==> src/tpt_pkg.sv <==
// Shared types and constants for the transposition table probe/store block.
// No dependencies; imported by every module of the block except tpt_ram.
`default_nettype none

package tpt_pkg;

    localparam int TABLE_BITS_DEFAULT = 16;

    localparam int CFG_ADDR_W = 3;
    localparam int CFG_DATA_W = 32;
    localparam int INDEX_BITS_W = 5;

    localparam logic REG_TABLE_ENABLE = 1'b0;
    localparam logic REG_INDEX_BITS   = 1'b1;

    localparam logic                    ENABLE_RESET     = 1'b1;
    localparam logic [INDEX_BITS_W-1:0] INDEX_BITS_RESET = 5'd16;

    localparam logic REQ_PROBE = 1'b0;
    localparam logic REQ_STORE = 1'b1;

    localparam int FLAG_BELOW_ALPHA = 0;
    localparam int FLAG_ABOVE_BETA  = 1;

    typedef struct packed {
        logic                    enable;
        logic [INDEX_BITS_W-1:0] index_bits;
    } cfg_t;

    typedef struct packed {
        logic        valid;
        logic [15:0] score;
        logic [1:0]  flags;
        logic [7:0]  depth;
        logic [31:0] key;
    } entry_t;

    localparam int ENTRY_W = $bits(entry_t);

endpackage

`default_nettype wire

==> src/tpt_match.sv <==
// Probe hit check of one stored entry against key, depth and alpha/beta window.
// Depends on tpt_pkg.
`default_nettype none

module tpt_match (
    input  wire tpt_pkg::entry_t entry,
    input  wire logic          enable,
    input  wire logic [31:0]   check_key,
    input  wire logic [7:0]    depth,
    input  wire logic signed [15:0] alpha,
    input  wire logic signed [15:0] beta,
    output logic               hit,
    output logic signed [15:0] found_score
);
    import tpt_pkg::*;

    logic signed [15:0] e_score;
    logic               above_ok;
    logic               below_ok;

    assign e_score  = $signed(entry.score);
    assign above_ok = entry.flags[FLAG_ABOVE_BETA] || (e_score >= beta);
    assign below_ok = entry.flags[FLAG_BELOW_ALPHA] || (e_score <= alpha);

    assign hit = enable && entry.valid && (entry.key == check_key)
                 && (entry.depth >= depth) && above_ok && below_ok;
    assign found_score = hit ? e_score : 16'sd0;

endmodule

`default_nettype wire

==> config.mk <==
export PLATFORM = sky130hd
export DESIGN_NAME = tpt_match
export DESIGN_NICKNAME = d
export VERILOG_FILES = /design/src/tpt_pkg.sv /design/src/tpt_match.sv
export SDC_FILE = /design/constraint.sdc
export NUM_CORES = 1
export LEC_CHECK = 0
export BUFFER_PORTS_ARGS = -buffer_cell sky130_fd_sc_hd__buf_2
export CORE_MARGIN = 3
export CORE_UTILIZATION = 43
export DETAILED_ROUTE_END_ITERATION = 8
export MAX_ROUTING_LAYER = met4
export PLACE_DENSITY = 0.95
export SYNTH_ARGS = -nofsm -noshare
export SYNTH_HDL_FRONTEND = slang
export SYNTH_SLANG_ARGS = --single-unit
export TNS_END_PERCENT = 30
==> constraint.sdc <==
create_clock -name vclk -period 5.9
set_clock_uncertainty 0.1 [all_clocks]
set_input_delay 1.18 -clock vclk [all_inputs]
set_output_delay 1.18 -clock vclk [all_outputs]
set_load 0.01 [all_outputs]
==> results.yml <==
outcome:
  outcome: "completed"
clocking:
  postCtsHoldBufs: 0
  post-cts-setup-buffer-count: 0
  cts_resized: 0
final_layout:
  finalNonFillerCells: 414
  finish.utilization: 0.680
  regArea_um2: 0
  drive_gt1_frac: 0.413
  fin_nets: 542
  multi_input_area_um2: 1420
  final_area_um2: 2370
  syn_to_final_growth_pct: 46.0
  n_antenna_cell: 0
  fillers: 303
  clock_buffers: 0
  seq_cell_count: 0
synthesis:
  netlist_instances: 225
  ys_top_cells_by_count: "inv_1 (41), ha_1 (40), xnor2_1 (32)"
  syn_nets: 397
  yosys_warnings: 0
  yosys.area.top_type: "ha_1"
  synth_area_um2: 1630
  synth_area_leaders: "ha_1 (31%), xnor2_1 (17%), inv_1 (9.5%)"
  synth_cell_types: 33
  synth_area_per_cell_um2: 7.23
  synth_top_area_share: 0.308
  synth.most_common_cell: "inv_1"
  seq_area_frac_synth: 0
place:
  io_buffers: 149
  dpl.hpwl_um: 5260
  place_inst: 414
  routabilityCongestion: 0.931
  post-place-ws_ns: 1.33
  place_area_um2: 2370
drt:
  wl_met1_um: 2230
  wl_met2_um: 3010
  via_per_inst: 5.24
  drc: 0
  drtIter0Drc: 109
  drt-total-wl_um: 5720
  wire_per_inst_um: 13.8
  top_layer: "met4"
  antenna_left: 0
  met3_length_um: 402
  firstDrtPassIters: 4
  vias: 2168
worst_hold_path:
  hp-class: "primary input to output port"
floorplanning:
  core-area_um2: 3490
  die_x_um: 67.5
  boundaryPins: 149
  die_area_um2: 4560
  start_util: 0.465
  die_h_um: 67.5
  core.rowCount: 21
run:
  cap_violations: 0
timing:
  setup_tns_ns: 0
  max-slew-margin-rel: 0.486
  fmax_mhz: 218
  fin_hold_ws_ns: 2.61
  slew_viol_final: 0
  hold_violations: 0
  fin_crit_sh: 0.777
  timing.final.ws_setup_ns: 1.32
  post-route-min-period_ns: 4.58
  rsz0062_at_grt: "false"
  setup_viol: 0
  max_slew.worst_pin.slew_ns: 0.771
setup_path:
  cp-end-kind: "output port"
  crit_fanout: 17
  crit_type: "primary input to output port"
  endpoint: "found_score[0]"
  worstSetupStartpointType: "primary input"
  worstSetupStartpoint: "entry[43]"
  worstPathRequired_ns: 4.62
  critPathArrivalTime_ns: 3.30
global_routing:
  grt_overflow: 0
  grt_start_max_net_pins: 18
  antenna_found_initial: 0
  grt_pass1_wl_um: 8600
  grt_use_total: 0.245
  grt_pass1_vias: 2091
power:
  p_per_area_nw_per_um2: 60.3
  ir_worst_vdd_uv: 39.6
  power.total_mw: 0.143
  leakage_nw: 1.37
cell families (layout without fill, tap and decap cells):
family,after synthesis,count (layout),synth area share
buffers and inverters,47,190,0.128
xor gates and xnor gates,32,32,0.172
adders and majority gates,40,40,0.308
AOI/OAI and AO/OA,33,33,0.145
and+or+nand+nor,73,73,0.246
per-layer routing:
layer,GRT usage,vias to the layer above
met1,0.285,980
met2,0.464,90
met4,0.0430,0
li1,-,1087
met5,-,-
met3,0.00832,11
layout by cell type (no fill, tap or decap):
cell type | Yosys | final
buf_2 | 2 | 149
o21bai_1 | 1 | 1
a311oi_4 | 1 | 1
o221ai_1 | 1 | 1
nand3_1 | 18 | 18
inv_1 | 41 | 41
nand2b_1 | 2 | 2
xnor2_1 | 32 | 32
a211oi_1 | 2 | 2
nor2_1 | 5 | 5
ha_1 | 40 | 40
and4_1 | 1 | 1
nor2b_1 | 2 | 2
o21ai_0 | 3 | 3
nand2_1 | 5 | 5
nand4_2 | 1 | 1
nand4_1 | 15 | 15
nand3b_1 | 1 | 1
o211ai_1 | 2 | 2
o21ai_1 | 1 | 1
and3b_1 | 1 | 1
nor4_1 | 3 | 3
o21a_1 | 1 | 1
o2111ai_1 | 2 | 2
a2111o_1 | 1 | 1
a2111oi_2 | 1 | 1
nor3b_1 | 1 | 1
a21oi_1 | 14 | 14
nor3_1 | 18 | 18
a21o_1 | 3 | 3
worst max-delay path, stage by stage:
cell	delay, ns
buf_2	0.13
ha_1	0.29
nor2b_1	0.12
o211ai_1	0.09
a2111o_1	0.43
a311oi_4	0.71
nor3_1	0.15
buf_2	0.19
worst min path at each step:
stage              start               to  cells past startpoint
3_5_place_dp   entry[47]   found_score[5]                      4
4_1_cts        entry[47]   found_score[5]                      4
2_1_floorplan  entry[42]   found_score[0]                      2
3_3_place_gp   entry[42]   found_score[0]                      4
6_report       entry[48]   found_score[6]                      4
5_1_grt        entry[52]  found_score[10]                      4
power by group:
part | leakage, nW | internal [mW] | total, mW | switching (mW)
sequential | 0 | 0 | 0 | 0
combinational | 1.37 | 0.0749 | 0.143 | 0.0683
clock | 0 | 0 | 0 | 0
total | 1.37 | 0.0749 | 0.143 | 0.0683
area by class of cell:
type,instances,share of cell area
multi-input combinational,178,0.597
timing repair buffer,149,0.314
inverter,41,0.0648
tap,46,0.0242
Note: power is estimated with default switching activity, not from simulation.
