`config.mk`:
```
export PLATFORM = sky130hd
export DESIGN_NAME = tpt_ram
export DESIGN_NICKNAME = d
export VERILOG_FILES = /design/src/tpt_ram.sv
export SDC_FILE = /design/constraint.sdc
export NUM_CORES = 1
export LEC_CHECK = 0
export ABC_AREA = 1
export BUFFER_PORTS_ARGS = -buffer_cell sky130_fd_sc_hd__buf_2
export CAP_MARGIN = 15
export CORE_MARGIN = 2
export CORE_UTILIZATION = 25
export CTS_BUF_LIST = sky130_fd_sc_hd__clkbuf_2
export DETAILED_ROUTE_END_ITERATION = 16
export MAX_ROUTING_LAYER = met4
export PLACE_DENSITY = 0.45
export SYNTH_ARGS = -nofsm -noshare
export SYNTH_HDL_FRONTEND = slang
export SYNTH_SLANG_ARGS = --single-unit
```
`constraint.sdc`:
```
create_clock -name clk -period 3.11 [get_ports clk]
set_input_delay 0.622 -clock clk [delete_from_list [all_inputs] [get_ports clk]]
set_output_delay 0.622 -clock clk [all_outputs]
set_load 0.005 [all_outputs]
```
`src/tpt_ram.sv`:
```
// Generic single-port synchronous RAM, registered read, read-before-write.
// No dependencies.
`default_nettype none

module tpt_ram #(
    parameter int WIDTH = 8,
    parameter int DEPTH = 16
) (
    input  wire logic                     clk,
    input  wire logic                     we,
    input  wire logic [$clog2(DEPTH)-1:0] addr,
    input  wire logic [WIDTH-1:0]         wdata,
    output logic      [WIDTH-1:0]         rdata
);

    logic [WIDTH-1:0] mem [DEPTH];

    always_ff @(posedge clk)
    begin
        if (we)
        begin
            mem[addr] <= wdata;
        end
        rdata <= mem[addr];
    end

endmodule

`default_nettype wire

```
==> results of run 1 <==
## routing by layer
| layer | global-route usage (%) | vias up |
|---|---|---|
| met5 | - | - |
| met4 | 5.20 | 0 |
| met3 | 3.35 | 14 |
| met2 | 19.7 | 88 |
| met1 | 15.0 | 1727 |
| li1 | - | 1819 |
## logic make-up after synthesis
logic type    after synthesis
flops                     136
simple gates              368
buf+inv                    44
## layout by cell type, fill, tap and decap left out, drive strengths merged
master	netlist	routed
buf	18	36
edfxtp	128	128
clkbuf	3	17
bufinv	0	6
inv	22	25
clkinv	1	5
nand3	4	4
nand2	346	346
dfxtp	8	8
nor2	18	18
clkinvlp	0	2
diode	0	1
## worst max path at each step
stage / start / to / cells past startpoint
6_report: rdata[6] / rdata[6] / 1
5_1_grt: rdata[6] / rdata[6] / 1
4_1_cts: rdata[6] / rdata[6] / 1
3_5_place_dp: addr[2] / mem[5][3] / 5
3_3_place_gp: addr[2] / mem[5][7] / 5
2_1_floorplan: addr[1] / mem[3][0] / 4
## stage by stage
step	instance area, µm²	utilization [%]	std cells
global placement	6040	27.6	843
detailed placement	6040	27.6	843
finish	6380	29.1	876
CTS	6380	29.1	875
global route	6380	29.1	876
floorplan	5590	-	548
## power groups by stage
stage | combinational (mW) | sequential, mW | clock (mW)
after floorplan | 0.141 | 2.10 | 0
after CTS | 0.256 | 2.06 | 1.41
after global routing | 0.286 | 2.06 | 1.48
after global placement | 0.256 | 2.10 | 0
final | 0.249 | 2.06 | 1.37
after detailed placement | 0.255 | 2.10 | 0
## synthesized netlist by cell type
| cell | instances | area [µm²] |
|---|---|---|
| nand2_1 | 346 | 1300 |
| edfxtp_1 | 128 | 3840 |
| inv_1 | 21 | 78.8 |
| nor2_1 | 18 | 67.6 |
| buf_2 | 12 | 60.1 |
| dfxtp_1 | 8 | 160 |
| buf_4 | 6 | 45.0 |
| nand3_1 | 4 | 20.0 |
| clkbuf_1 | 3 | 11.3 |
| clkinv_1 | 1 | 3.75 |
| inv_2 | 1 | 3.75 |
## state kept, by name, summed over array words and instances, names as in the netlist
name / count
mem: 128
rdata: 8
## cell type report
cell class              count  area (µm²)  share of cell area (%)
inverters                  23        86.3                    1.35
well taps                 280         350                    5.49
repair buffers             36         218                    3.41
clock inverters            15         248                    3.88
diodes                      1        2.50                  0.0392
flip-flops and latches    136        4000                    62.8
clock buffers              17        85.1                    1.33
multi-input cells         368        1390                    21.7
==> reports/qor.yml, run 1 <==
hold_ws_ps: 293
die_x_um: 154
num_vias: 3648
drive_above_1_share_pct: 11.4
cts_buffer_depth: 2
grt_pass1_vias: 3749
r2r_cells: 8
critical_path_arrival_ps: 1190
synth_fa_ha_area_share_pct: 0
end_kind: "output pin"
synthMuxAreaShare_pct: 0
place_hpwl_um: 8690
synth_nets: 562
period_share_pct: 58.3
power_frac_seq_pct: 56.0
ant_nets: 0
drv_cap: 0
clk_pin_slew_worst_paths_ps: 220
synth-warning-count: 0
worst_slack_ps: 1300
hold_buffers: 0
synth_top_family_by_area: "simple AND/OR/NAND/NOR gates"
yosysUniqueCellTypes: 11
cts_buffers: 17
topRoutingLayerUsed: "met4"
yosys.area_share.simple_pct: 24.8
synth_xor_area_share_pct: 0
relSlewSlack_pct: 49.0
grt_overflow: 0
die_height_um: 154
maxSlewViolCount: 0
r2r_slack_ps: 2010
p_per_area_mw_per_mm2: 576
crit_required_ps: 2490
crit_buf_inv: 1
gpl.final_weighted_congestion: 0.807
grt_usage_pct: 12.4
power_frac_clock_pct: 37.2
worstMarginPinSlew_ps: 762
rows: 54
max_stage_delay_ps: 380
fillers: 2315
power.switching_uw: 866
internal_power_mw: 2.81
finalSetupViolations: 0
p_leak_nw: 2.69
hold_path_class: "input pin to flip-flop"
run_status: "complete, no violations"
r2r_start: "mem[2][4]"
post_drt_wl_per_cell_um: 15.4
place_ws_ps: 817
cts.sinks: 136
portBuffers: 21
avgSynthCellArea_um2: 10.2
nets: 596
clock_latency_ps: 720
hold_viol: 0
wl_met1_um: 5960
cts_resized: 0
rsz0062_at_grt: "no"
tns_ps: 0
hold_end: "mem[9][7]"
worstSetupPathType: "flip-flop to output pin"
cts-root-buf: "clkbuf_2"
start_util_pct: 25.5
drt-initial-drc-count: 244
die_area_mm2: 0.0236
wl_met2_um: 6510
cts-htree-levels: 4
cp_cell_sequence: "buf_2"
drcViolationCount: 0
vdd_drop_max_mv: 0.282
syn_to_final_growth_pct: 14.1
cp-start-kind: "flip-flop"
firstDrtPassIters: 5
holdPathStages: 1
ys_ff_latch: 136
hp-start: "wdata[7]"
swShare_pct: 23.6
cts_tree: "built"
path_delay_family: "flip-flops"
crit_fanout: 1
grt_pass1_wl_um: 20900
core_area_mm2: 0.0219
routed_wl_um: 13500
rr_endpoint: "rdata[4]"
io_pins: 22
synth_compound_area_share_pct: 0
wl_met3_um: 727
synthCells: 548
grt_max_degree: 45
synth_area_mm2: 0.00559
post_cts_buffers: 0
fmax_ghz: 0.551
p_total_mw: 3.67
crit_slowest_cell: "dfxtp_1"
period_needed_ps: 1810
via_per_inst: 4.16
antenna_found_initial: 1
yosysSeqAreaShare_pct: 71.6
finClkSkew_ps: 23.7
power_frac_comb_pct: 6.8
(Power assumes the default switching activity.)
==> inputs of run 2 (changes only) <==
Clock period 3.11 ns to 1.9 ns, I/O delays scaled along.
==> reports/qor.yml, run 2 (synthesized netlist as in run 1, its figures left out) <==
post_cts_buffers: 0
fillers: 2342
hold_buffers: 0
crit_slowest_cell: "dfxtp_1"
drv_cap: 0
p_per_area_mw_per_mm2: 904
place_ws_ps: 251
core_area_mm2: 0.0219
cts_tree: "built"
largest_reg_flops: 128
cp_cell_sequence: "buf_2"
top_regs: "mem (128), rdata (8)"
cts_buffers: 17
worstMarginPinSlew_ps: 472
rows: 54
grt_pass1_wl_um: 21900
worst_slack_ps: 220
firstDrtPassIters: 4
clock_latency_ps: 700
antenna_found_initial: 1
period_needed_ps: 1680
placed_cells: 854
layout_common_cells: "nand2_1 (346), edfxtp_1 (128), buf_4 (25), inv_1 (21), buf_2 (21)"
num_vias: 3724
post_drt_wl_per_cell_um: 15.7
grt_max_degree: 33
cts.sinks: 136
finalSetupViolations: 0
cts-htree-levels: 4
syn_to_final_growth_pct: 15.1
crit_required_ps: 1520
io_pins: 22
run_status: "complete, no violations"
clk_pin_slew_worst_paths_ps: 200
start_util_pct: 25.5
ant_nets: 0
final_common_cell: "nand2_1"
hold_path_class: "input pin to flip-flop"
die_area_mm2: 0.0236
maxSlewViolCount: 0
cts_buffer_depth: 2
max_stage_delay_ps: 450
grt_overflow: 0
drt-initial-drc-count: 268
grt_usage_pct: 12.9
crit_buf_inv: 1
relSlewSlack_pct: 68.5
hold_viol: 0
end_kind: "output pin"
crit_fanout: 1
regMostFlops: "mem"
gpl.final_weighted_congestion: 0.838
die_height_um: 154
rsz0062_at_grt: "no"
critical_path_arrival_ps: 1300
routed_wl_um: 13900
multi_input_area_mm2: 0.00139
vdd_drop_max_mv: 0.371
die_x_um: 154
finalNonFillerCells: 887
cts_resized: 0
cp-start-kind: "flip-flop"
grt_pass1_vias: 3890
worstSetupPathType: "flip-flop to output pin"
portBuffers: 21
tns_ps: 0
nets: 607
finClkSkew_ps: 36.3
p_leak_nw: 2.74
via_per_inst: 4.20
drive_above_1_share_pct: 12.7
place_hpwl_um: 9200
drcViolationCount: 0
period_share_pct: 88.4
cts-root-buf: "clkbuf_2"
fmax_ghz: 0.595
path_delay_family: "flip-flops"
ff_latch_area_mm2: 0.00400
==> run 2: cell count changes in the layout (fill, tap and decap cells not counted), sizes merged <==
cell	delta
inv	-3
buf	+11
bufinv	-1
clkinv	+4
clkbuf	+1
clkinvlp	-1
==> run 2: power by group <==
| group | internal [mW] | total [mW] | switching (mW) |
|---|---|---|---|
| Clock | 0.990 | 2.03 | 1.04 |
| Sequential | 3.35 | 3.38 | 0.0277 |
| Combinational | 0.120 | 0.417 | 0.297 |
==> run 2: worst paths after layout <==
check | depth (start not counted) | startpoint | slack, ps | endpoint
setup reg to reg | 8 | mem[1][3] | 870 | rdata[3]
hold / removal | 1 | wdata[2] | 90 | mem[15][2]
setup / recovery | 1 | rdata[6] | 220 | rdata[6]
hold reg to reg | 8 | mem[0][6] | 740 | rdata[6]
==> run 2: layout make-up <==
class / count / area share, %
Sequential cell: 136 / 62.2
Multi-Input combinational cell: 368 / 21.5
Tap cell: 280 / 5.44
Timing Repair Buffer: 47 / 4.86
Clock inverter: 14 / 3.19
Clock buffer: 18 / 1.40
Inverter: 23 / 1.34
Antenna cell: 1 / 0.0389
==> run 2: stage by stage <==
| step | power, mW | cell area, µm² | hold slack [ps] | utilization [%] |
|---|---|---|---|---|
| 5_1_grt | 6.08 | 6440 | 2.89 | 29.4 |
| 3_5_place_dp | 3.87 | 6140 | 710 | 28.0 |
| 6_report | 5.82 | 6440 | 94.3 | 29.4 |
| 2_1_floorplan | 3.67 | 5590 | 479 | - |
| 4_1_cts | 5.92 | 6430 | 8.72 | 29.4 |
| 3_3_place_gp | 3.88 | 6140 | 717 | 28.0 |
==> run 2: layer usage <==
metal	wire length, µm	vias up	part of all wire, %	track usage [%]
li1	-	1838	-	-
met1	6090	1796	44	15.3
met2	6920	73	50	21.1
met3	640	17	4.6	3.04
met4	268	0	1.9	5.24
met5	0	-	0	-
==> inputs of run 3 (changes only) <==
Settings changed: ABC_AREA 1 to unset.
==> reports/qor.yml, run 3 <==
synth_nets: 244
tns_ps: 0
largest_reg_flops: 128
gpl.final_weighted_congestion: 0.712
p_per_area_mw_per_mm2: 867
synth_edf_count: 128
hold_path_class: "input pin to flip-flop"
crit_slowest_cell: "dfxtp_1"
p_total_mw: 5.16
place_hpwl_um: 6770
grt_pass1_wl_um: 16300
clock_latency_ps: 680
cts-htree-levels: 4
grt_usage_pct: 11.0
drt-initial-drc-count: 167
layout_common_cells: "edfxtp_1 (128), mux4_2 (32), clkbuf_2 (21), buf_2 (21), buf_4 (18)"
synth-warning-count: 0
vdd_drop_max_mv: 0.321
ys_top_cells_by_area: "edfxtp_1 (76%), mux4_2 (14%), dfxtp_1 (3.2%), a22oi_1 (2.4%), nor2_1 (0.96%)"
period_share_pct: 83.0
rsz0062_at_grt: "no"
fmax_ghz: 0.634
max_stage_delay_ps: 400
ys_ff_latch: 136
finalSetupViolations: 0
cts_resized: 0
relSlewSlack_pct: 45.5
cp-start-kind: "flip-flop"
cp_cell_sequence: "buf_2"
p_leak_nw: 1.91
crit_buf_inv: 1
die_x_um: 146
routed_wl_um: 10500
rows: 52
antenna_found_initial: 1
synth_top_area_cell: "edfxtp_1"
yosysUniqueCellTypes: 18
die_area_mm2: 0.0214
cts_buffers: 17
yosysTopAreaCellShare_pct: 75.9
grt_max_degree: 23
core_area_mm2: 0.0200
yosysSeqAreaShare_pct: 79.0
finalNonFillerCells: 574
drcViolationCount: 0
cts_buffer_depth: 2
avgSynthCellArea_um2: 22.0
start_util_pct: 25.3
grt_overflow: 0
period_needed_ps: 1580
synth_area_mm2: 0.00507
io_pins: 22
crit_required_ps: 1520
run_status: "complete, no violations"
portBuffers: 21
drive_above_1_share_pct: 34.7
finClkSkew_ps: 22.6
via_per_inst: 4.11
critical_path_arrival_ps: 1200
num_vias: 2362
path_delay_family: "flip-flops"
cts_tree: "built"
drv_cap: 0
firstDrtPassIters: 5
grt_pass1_vias: 2565
synth.most_common_cell: "edfxtp_1"
placed_cells: 533
post_drt_wl_per_cell_um: 18.3
synthArstFlopShare_pct: 0
nets: 304
hold_viol: 0
worstSetupPathType: "flip-flop to output pin"
clk_pin_slew_worst_paths_ps: 170
synth_flop_cell: "edfxtp_1"
synthTopCellsByCount: "edfxtp_1 (128), mux4_2 (32), a22oi_1 (16), nor2_1 (13), nand2_1 (9)"
worstMarginPinSlew_ps: 815
cts.sinks: 136
end_kind: "output pin"
crit_fanout: 1
synthCells: 230
syn_to_final_growth_pct: 17.5
maxSlewViolCount: 0
die_height_um: 146
final_common_cell: "edfxtp_1"
cts-root-buf: "clkbuf_2"
top_regs: "mem (128), rdata (8)"
ant_nets: 0
regMostFlops: "mem"
-- run 3: changes by cell type in the layout (fill, tap and decap cells not counted), sizes merged, moves of 4 or more --
cell and delta:
nand2 -337, mux4 +32, inv -22, a22oi +16, dlygate4sd3 +8, nor2 -5, bufinv -4, nor3 +4
-- run 3: timing repair --
| item | CTS | global route |
|---|---|---|
| hold buffers | 8 | 0 |
| buffers inserted | 0 | 0 |
| endpoints found under the setup margin | 0 | 0 |
| hold endpoints to repair | 74 | 0 |
-- run 3: layout make-up --
type / instances / area (µm²)
well taps: 270 / 338
clock buffers: 21 / 105
multi-input cells: 83 / 1000
diodes: 1 / 2.50
clock inverters: 11 / 82.6
fillers: 2043 / 14100
flip-flops and latches: 136 / 4000
repair buffers: 52 / 420
-- run 3: layer usage --
layer	up-vias	GRT usage [%]	routed length, µm
met2	49	15.5	4750
met1	1218	15.0	5110
li1	1086	-	-
met5	-	-	0
met3	9	3.16	479
met4	0	4.51	148
-- run 3: report_power, final --
group / switching [mW] / internal, mW / total (mW)
clock network: 0.984 / 0.466 / 1.45
logic: 0.189 / 0.157 / 0.346
registers: 0.0172 / 3.35 / 3.37
total: 1.19 / 3.97 / 5.16
-- run 3: worst paths after layout --
check / from / to / slack, ps / depth (start not counted)
setup / recovery: rdata[7] / rdata[7] / 320 / 1
hold / removal: we / mem[4][3] / 250 / 3
setup reg to reg: mem[2][6] / rdata[6] / 480 / 3
hold reg to reg: mem[14][1] / rdata[1] / 700 / 3
-- run 3: cells by family (layout without fill, tap and decap cells) --
family          count (synthesis)  in the layout  share of synthesized area, %
compound gates                 16             16                          2.37
buf+inv                        11             84                          1.19
flops                         136            136                          79.0
mux                            32             32                          14.2
other cells                     0              1                             0
simple gates                   35             35                          3.21
-- run 3: per-stage QoR --
stage	hold slack (ps)	setup WS [ps]	utilization (%)	cell area (µm²)
after global routing	179	214	29.7	5960
after detailed placement	664	40.6	28.4	5690
after CTS	146	234	29.7	5950
after global placement	658	57.0	28.4	5690
final	246	323	29.7	5960
after floorplan	479	27.0	-	5070
