**config.mk**
```make
export PLATFORM = sky130hd
export DESIGN_NAME = tpt_regs
export DESIGN_NICKNAME = d
export VERILOG_FILES = /design/src/tpt_pkg.sv /design/src/tpt_regs.sv
export SDC_FILE = /design/constraint.sdc
export NUM_CORES = 1
export LEC_CHECK = 0
export BUFFER_PORTS_ARGS = -buffer_cell sky130_fd_sc_hd__buf_2
export CELL_PAD_IN_SITES_DETAIL_PLACEMENT = 0
export CELL_PAD_IN_SITES_GLOBAL_PLACEMENT = 1
export CORE_MARGIN = 1.5
export CORE_UTILIZATION = 18
export CTS_CLUSTER_SIZE = 8
export DETAILED_ROUTE_END_ITERATION = 6
export PLACE_DENSITY_LB_ADDON = 0.1
export SKIP_LAST_GASP = 1
export SYNTH_ARGS = -nofsm -noshare
export SYNTH_HDL_FRONTEND = slang
export SYNTH_SLANG_ARGS = --single-unit
export TNS_END_PERCENT = 10
```
**constraint.sdc**
```tcl
create_clock -name clk -period 1.74 [get_ports clk]
set_input_delay 0.261 -clock clk [delete_from_list [all_inputs] [get_ports clk]]
set_output_delay 0.261 -clock clk [all_outputs]
set_load 0.005 [all_outputs]
```
**src/tpt_pkg.sv**
```systemverilog
// Shared types and constants for the transposition table probe/store block.
// No dependencies; imported by every module of the block except tpt_ram.
`default_nettype none

package tpt_pkg;

    localparam int TABLE_BITS_DEFAULT = 16;

    localparam int CFG_ADDR_W = 3;
    localparam int CFG_DATA_W = 32;
    localparam int INDEX_BITS_W = 5;

    localparam logic REG_TABLE_ENABLE = 1'b0;
    localparam logic REG_INDEX_BITS   = 1'b1;

    localparam logic                    ENABLE_RESET     = 1'b1;
    localparam logic [INDEX_BITS_W-1:0] INDEX_BITS_RESET = 5'd16;

    localparam logic REQ_PROBE = 1'b0;
    localparam logic REQ_STORE = 1'b1;

    localparam int FLAG_BELOW_ALPHA = 0;
    localparam int FLAG_ABOVE_BETA  = 1;

    typedef struct packed {
        logic                    enable;
        logic [INDEX_BITS_W-1:0] index_bits;
    } cfg_t;

    typedef struct packed {
        logic        valid;
        logic [15:0] score;
        logic [1:0]  flags;
        logic [7:0]  depth;
        logic [31:0] key;
    } entry_t;

    localparam int ENTRY_W = $bits(entry_t);

endpackage

`default_nettype wire

```
**src/tpt_regs.sv**
```systemverilog
// APB configuration registers: table enable and index width.
// Depends on tpt_pkg.
`default_nettype none

module tpt_regs (
    input  wire logic                               clk,
    input  wire logic                               rst_n,
    input  wire logic                               psel,
    input  wire logic                               penable,
    input  wire logic                               pwrite,
    input  wire logic [tpt_pkg::CFG_ADDR_W-1:0]     paddr,
    input  wire logic [tpt_pkg::CFG_DATA_W-1:0]     pwdata,
    output logic      [tpt_pkg::CFG_DATA_W-1:0]     prdata,
    output tpt_pkg::cfg_t                           cfg
);
    import tpt_pkg::*;

    cfg_t cfg_reg;
    cfg_t cfg_next;
    logic wr_en;

    assign wr_en = psel && penable && pwrite;

    always_comb
    begin
        cfg_next = cfg_reg;
        if (wr_en)
        begin
            case (paddr[2])
                REG_TABLE_ENABLE: cfg_next.enable     = pwdata[0];
                REG_INDEX_BITS:   cfg_next.index_bits = pwdata[INDEX_BITS_W-1:0];
                default:          cfg_next = cfg_reg;
            endcase
        end
    end

    always_ff @(posedge clk or negedge rst_n)
    begin
        if (!rst_n)
        begin
            cfg_reg.enable     <= ENABLE_RESET;
            cfg_reg.index_bits <= INDEX_BITS_RESET;
        end
        else
        begin
            cfg_reg <= cfg_next;
        end
    end

    always_comb
    begin
        prdata = '0;
        case (paddr[2])
            REG_TABLE_ENABLE: prdata[0] = cfg_reg.enable;
            REG_INDEX_BITS:   prdata[INDEX_BITS_W-1:0] = cfg_reg.index_bits;
            default:          prdata = '0;
        endcase
    end

    assign cfg = cfg_reg;

endmodule

`default_nettype wire

```
==> out/qor.txt, run 1 <==
Share of cells above drive strength 1: 47.9%
R2R Setup Slk: 0.98 ns
Synth Area in Compound Gates: 0%
Clk_lat worst skew: 0.24 ns
Overall power: 0.454 mW
I/O pins: 78
Crit path capture type: primary output
Setup Skew: 0 ns
Core ar.: 2520 um^2
Setup Fix Bufs, Post-CTS: 0
Synth Warn #: 0
Post-synth ARST share: 100%
Post-synth top area share: 41.9%
Post-Syn Instances: 47
Met1 wire length: 271 um
Avg Cell Area, Syn: 10.3 um^2
Arrival time at the worst endpoint: 1.00 ns
Antenna violations before repair: 0
Fraction of synthesized cell area in xor and xnor cells: 0%
Routed length per placed instance: 8.10 um
TritonCTS clock tree: built
MaxCap Viol Count: 0
Vias per cell: 3.15
Status: completed
FMAX: 0.790 GHz
Inserted Diodes: 0
Most frequent cell after synthesis: buf_4
Clock network power share: 27.5%
Routed via count: 318
Synth cell types: 8
Tot GR Track Use: 5.89%
Net switching power figure: 0.123 mW
Global-route wire length before repair: 1.11 mm
CTS sink cnt: 6
Setup violators final: 0
Seq cells post-synth: 6
Root Buffer: clkbuf_4
Period minus WS final: 1.27 ns
Crit Path Category: register to primary output
Reg2Reg Launch Point: cfg[0]$_DFFE_PN0P_
Critical path origin: cfg[5]$_DFFE_PN1P_
Top post-synthesis cells by area: buf_4 42%, dfrtp_1 21%, mux2_2 16%, dfstp_2 11%, and2_1 5.2%
Synthesis-to-layout area growth: 14.5%
Critical Path End: prdata[0]
Hold crit path type: input port to register
VDD IR max: 0.000398 V
Drt pass-1 iters: 3
Max-slew violations: 0
Final wirelength: 818 um
Remaining routing DRC violations: 0
RSZ-0062 raised after global routing: no
Post-synthesis simple-gate area fraction: 9.56%
Vias in the first global route: 261
Area of the die: 3010 um^2
WP data required: 1.48 ns
Cell internal pwr: 0.331 mW
Fin util: 22.0%
Post-Syn Area: 484 um^2
Net switching fraction of the power: 27.1%
Mux cell area share after synthesis: 16.3%
Largest family of logic cells by synthesized area: buffers and inverters
Flop pwr share: 43.6%
Combinational power share: 28.9%
First DRT Iteration DRCs: 4
Top cell type by total area after synthesis: buf_4
Crit share post-route: 72.7%
Reg2reg path depth: 1
Largest net degree at the start of global routing: 8
Worst R2R End: cfg[0]$_DFFE_PN0P_
Power Density: 819 nW/um^2
Leak Pwr: 0.311 nW
Final Hold Violating Endpoints: 0
Setup TNS: 0 ns
Clock Tree Buf Depth: 2
Top cells by count, synth: 27 x buf_4, 7 x mux2_2, 4 x and2_1, 4 x dfrtp_1, 2 x dfstp_2
CTS clk-pin slew, worst paths: 0.04 ns
RD Place Congestion: 0.553
Register area share after synthesis: 31.5%
HPWL after DPL: 674 um
IO Port Bufs: 21
Adder-Cell Fraction of Synth Area: 0%
Crit Path Max Fanout: 3
Post-synth top flop: dfrtp_1
CTS resizes: 0
Max reg flops: 6
Die Ht: 54.9 um
Routed wl met2: 454 um
Fin Hold WS: 0.253 ns
Worst setup SP type: register
Post-DRT Antenna Nets: 0
Nets@finish: 113
CTS Buf Count: 3
Initial Util: 19.2%
Total gr overflow: 0
H-tree levels: 1
Row count: 18
Die span in x: 54.9 um
Metal3 WL: 91 um
Number of flops mapped to enable cells by yosys: 0
Max layer used: met3
[final cells by class]
class | count | area [um^2]
Clock buffer | 3 | 22.5
Sequential cell | 6 | 153
Tap cell | 30 | 37.5
Multi-Input combinational cell | 40 | 226
Fill cell | 295 | 1970
Timing Repair Buffer | 22 | 115
[stage by stage]
stage,cell area (um^2),instances,setup slack (ns)
5_1_grt,554,101,0.438
3_3_place_gp,522,97,0.586
2_1_floorplan,582,73,0.814
6_report,554,101,0.474
4_1_cts,554,101,0.465
3_5_place_dp,522,97,0.585
[logic make-up (layout without fill, tap and decap cells)]
| family | after synthesis | in the layout |
|---|---|---|
| buffers and inverters | 27 | 25 |
| flip-flops | 6 | 6 |
| multiplexers | 7 | 7 |
| other | 1 | 27 |
| AND/OR/NAND/NOR | 6 | 6 |
[critical path, stage by stage, from the launching register on]
cell,delay [ns]
dfstp_2,0.53
mux2_2,0.13
buf_2,0.10
[layer usage]
| metal | GRT usage (%) | vias to the layer above |
|---|---|---|
| met1 | 5.60 | 143 |
| li1 | - | 145 |
| met2 | 9.72 | 30 |
| met5 | 0 | - |
| met4 | 2.50 | 0 |
| met3 | 4.10 | 0 |
[worst min path at each step]
stage,startpoint,end,slack [ns],cells past startpoint
global placement,rst_n,cfg[1]$_DFFE_PN0P_,0.1,1
finish,pwdata[4],cfg[4]$_DFFE_PN1P_,0.25,2
CTS,pwdata[2],cfg[2]$_DFFE_PN0P_,0.24,2
detailed placement,rst_n,cfg[0]$_DFFE_PN0P_,0.1,1
floorplan,rst_n,cfg[0]$_DFFE_PN0P_,-0.03,0
global route,pwdata[1],cfg[1]$_DFFE_PN0P_,0.25,2
[cells in the final DEF, fill, tap and decap left out]
master         instances
conb_1                27
buf_2                 21
mux2_2                 7
and2_1                 4
dfrtp_1                4
clkbuf_4               3
dfstp_2                2
nand4_2                1
nand4b_1               1
dlygate4sd3_1          1
[repair_timing]
item / in CTS / in global routing
hold endpoints to repair: 4 / 0
hold buffers: 1 / 0
setup endpoints to repair: 0 / 0
[power groups by stage]
stage	registers (mW)	clock network [mW]	logic [mW]
after CTS	0.199	0.136	0.134
final	0.198	0.125	0.131
after global routing	0.202	0.144	0.149
after floorplan	0.201	0	0.104
after detailed placement	0.199	0	0.132
after global placement	0.201	0	0.132
Note: power is estimated with default switching activity, not from simulation.
==> run 2: changes to the inputs <==
--- a/config.mk
+++ b/config.mk
@@ -5,11 +5,12 @@
 export SDC_FILE = /design/constraint.sdc
 export NUM_CORES = 1
 export LEC_CHECK = 0
+export ABC_AREA = 1
 export BUFFER_PORTS_ARGS = -buffer_cell sky130_fd_sc_hd__buf_2
 export CELL_PAD_IN_SITES_DETAIL_PLACEMENT = 0
 export CELL_PAD_IN_SITES_GLOBAL_PLACEMENT = 1
 export CORE_MARGIN = 1.5
-export CORE_UTILIZATION = 18
+export CORE_UTILIZATION = 16
 export CTS_CLUSTER_SIZE = 8
 export DETAILED_ROUTE_END_ITERATION = 6
 export PLACE_DENSITY_LB_ADDON = 0.1
==> constraint.sdc (replaced) <==
create_clock -name clk -period 1.3 [get_ports clk]
set_input_delay 0.195 -clock clk [delete_from_list [all_inputs] [get_ports clk]]
set_output_delay 0.195 -clock clk [all_outputs]
set_load 0.005 [all_outputs]
==> run 2 against run 1 <==
  * Clock power is 39% higher
  * Via count is 29% higher
  * Final area is 9.7% higher
  * Critical endpoint unchanged
  * Highest routed layer unchanged
==> out/qor.txt, run 2 <==
Status: completed (unchanged)
Mux cell area share after synthesis: 0% (was 16.3%)
Synth Warn #: 0 (unchanged)
Row count: 20 (was 18)
Register area share after synthesis: 29.5% (was 31.5%)
CP max stage cell: dfstp_2 (unchanged)
GRT met1 Usage: 7.32% (was 5.60%)
Global-route wire length before repair: 1.51 mm (was 1.11 mm)
CTS resizes: 0 (unchanged)
H-tree levels: 1 (unchanged)
Fillcell total: 380 (was 295)
FMAX: 0.851 GHz
Crit Path Max Fanout: 3 (unchanged)
Adder-Cell Fraction of Synth Area: 0% (unchanged)
Crit path cell chain: nand2_1, nand2_1, buf_2 (was mux2_2, buf_2)
Hold crit path type: input port to register (unchanged)
Post-Syn Instances: 70 (was 47)
Synth Area in Compound Gates: 0% (unchanged)
Tot GR Track Use: 6.00% (was 5.89%)
Bufs and invs on worst path: 1 (unchanged)
First DRT Iteration DRCs: 6 (was 4)
Met3 global-route usage: 3.46% (was 4.10%)
Final Hold Violating Endpoints: 0 (unchanged)
Synth cell types: 11 (was 8)
Share of cells above drive strength 1: 30.9% (was 47.9%)
Routed length per placed instance: 7.67 um (was 8.10 um)
Top cells by count, synth: 27 x buf_4, 19 x nand2_1, 6 x inv_1, 6 x nand3_1, 4 x dfrtp_1 (was 27 x buf_4, 7 x mux2_2, 4 x and2_1, 4 x dfrtp_1, 2 x dfstp_2)
Number of flops mapped to enable cells by yosys: 0 (unchanged)
CTS clk-pin slew, worst paths: 0.05 ns (was 0.04 ns)
Max incr delay on CP: 0.54 ns (was 0.53 ns)
Area of the multi-input gates: 233 um^2 (was 226 um^2)
IO Port Bufs: 21 (unchanged)
Fin area: 608 um^2 (was 554 um^2)
Worst setup SP type: register (unchanged)
VDD IR max: 0.000330 V (was 0.000398 V)
Remaining routing DRC violations: 0 (unchanged)
Setup Skew: 0 ns (unchanged)
Most frequent cell after synthesis: buf_4 (unchanged)
CP dominant cell by count: nand2_1
TritonCTS clock tree: built (unchanged)
Setup Fix Bufs, Post-CTS: 0 (unchanged)
Grt peak-use layer: met2 (unchanged)
Storage cell area: 153 um^2 (unchanged)
Leak Pwr: 0.389 nW (was 0.311 nW)
Synthesis-to-layout area growth: 17.4% (was 14.5%)
Most frequent cells in the layout: 27 x conb_1, 21 x buf_2, 19 x nand2_1, 6 x inv_1, 6 x nand3_1 (was 27 x conb_1, 21 x buf_2, 7 x mux2_2, 4 x and2_1, 4 x dfrtp_1)
HPWL after DPL: 864 um (was 674 um)
Arrival time at the worst endpoint: 0.98 ns (was 1.00 ns)
Die Ht: 59.9 um (was 54.9 um)
Max reg flops: 6 (unchanged)
Nets@finish: 136 (was 113)
Largest net degree at the start of global routing: 8 (unchanged)
Vias per cell: 2.98 (was 3.15)
Post-Syn Area: 518 um^2 (was 484 um^2)
Setup violators final: 0 (unchanged)
Period minus WS final: 1.18 ns
Area after DPL: 576 um^2 (was 522 um^2)
Seq cells post-synth: 6 (unchanged)
Core ar.: 3050 um^2 (was 2520 um^2)
Root Buffer: clkbuf_4 (unchanged)
Delay-heaviest family, CP: flip-flops (unchanged)
Top post-synthesis cells by area: buf_4 39%, dfrtp_1 19%, nand2_1 14%, dfstp_2 10%, nand3_1 5.8% (was buf_4 42%, dfrtp_1 21%, mux2_2 16%, dfstp_2 11%, and2_1 5.2%)
Total gr overflow: 0 (unchanged)
Setup TNS: 0 ns (unchanged)
Crit share post-route: 90.4%
Crit path capture type: primary output (unchanged)
Leading cell type in the layout, fill and taps excluded: conb_1 (unchanged)
Avg Cell Area, Syn: 7.40 um^2 (was 10.3 um^2)
Fraction of synthesized cell area in xor and xnor cells: 0% (unchanged)
Power Density: 983 nW/um^2 (was 819 nW/um^2)
Initial Util: 17.0% (was 19.2%)
Met2 Use GR: 8.85% (was 9.72%)
Clk_lat worst skew: 0.25 ns (was 0.24 ns)
Max-slew violations: 0 (unchanged)
Antenna violations before repair: 0 (unchanged)
Post-synth ARST share: 100% (unchanged)
Die span in x: 59.9 um (was 54.9 um)
Inserted Diodes: 0 (unchanged)
Clock Tree Buf Depth: 2 (unchanged)
Drt pass-1 iters: 4 (was 3)
Post-DRT Antenna Nets: 0 (unchanged)
Post-synth top area share: 39.1% (was 41.9%)
Area of the die: 3590 um^2 (was 3010 um^2)
CTS Buf Count: 3 (unchanged)
Top cell type by total area after synthesis: buf_4 (unchanged)
Routed via count: 411 (was 318)
RSZ-0062 raised after global routing: no (unchanged)
CTS sink cnt: 6 (unchanged)
Final wirelength: 1.06 mm (was 818 um)
Crit Path Category: register to primary output (unchanged)
WP data required: 1.11 ns (was 1.48 ns)
Post-synthesis simple-gate area fraction: 25.4% (was 9.56%)
MaxCap Viol Count: 0 (unchanged)
I/O pins: 78 (unchanged)
Largest family of logic cells by synthesized area: buffers and inverters (unchanged)
RD Place Congestion: 0.609 (was 0.553)
Vias in the first global route: 308 (was 261)
Post-synth top flop: dfrtp_1 (unchanged)
-- run 2: cell count changes after synthesis, moves of 2 or more --
cell	previous run	this run
nand2_1	0	19
mux2_2	7	0
inv_1	0	6
nand3_1	0	6
and2_1	4	0
nand4_1	0	2
-- run 2: per-layer routing --
metal	up-vias	wire [um]
li1	207	-
met1	175	472
met2	29	477
met3	0	109
met4	0	0
met5	-	0
-- run 2: cell families after synthesis --
logic type             count (synthesis)
AND/OR/NAND/NOR                       29
buffers and inverters                 34
flip-flops                             6
other                                  1
-- run 2: power by group --
| part | switching, mW | leakage, nW | internal, mW |
|---|---|---|---|
| registers | 0.0265 | 0.0712 | 0.231 |
| logic | 0.0922 | 0.304 | 0.0732 |
| clock network | 0.0699 | 0.0138 | 0.105 |
-- run 2: final timing paths --
kind                               startpoint                  to  slack, ns  cells after the start
setup / recovery           cfg[5]$_DFFE_PN1P_           prdata[0]       0.12                      3
max in group asynchronous               rst_n  cfg[4]$_DFFE_PN1P_       0.76                      2
min in group asynchronous               rst_n  cfg[3]$_DFFE_PN0P_       0.30                      2
setup reg to reg           cfg[4]$_DFFE_PN1P_  cfg[4]$_DFFE_PN1P_       0.59                      2
hold / removal                      pwdata[0]  cfg[5]$_DFFE_PN1P_       0.18                      3
hold reg to reg            cfg[4]$_DFFE_PN1P_  cfg[4]$_DFFE_PN1P_       0.47                      2
-- run 2: metrics by stage --
stage                     instances  total power, mW  hold WS [ns]  util [%]  setup WS [ns]
after floorplan                  96            0.395        -0.101         -          0.474
after global routing            138            0.648         0.183      19.9         0.0639
after CTS                       138            0.609         0.169      19.9          0.106
after global placement          134            0.426        0.0336      18.9          0.348
final                           138            0.598         0.178      19.9          0.124
after detailed placement        134            0.427        0.0318      18.9          0.341
-- run 2: final cells by class --
class / instances / share of cell area [%]
sequential: 6 / 25.1
clock buffer: 3 / 3.70
multi-input combinational: 56 / 38.3
tap: 44 / 9.05
timing repair buffer: 23 / 20.2
inverter: 6 / 3.70
-- run 2: timing repair --
action | CTS | global route
hold endpoints to repair | 6 | 0
hold buffers | 1 | 0
endpoints found under the setup margin | 0 | 0
-- run 2: tightest hold or removal path: stages --
cell	delay (ns)
buf_2	0.11
nand3_1	0.07
nand2_1	0.05
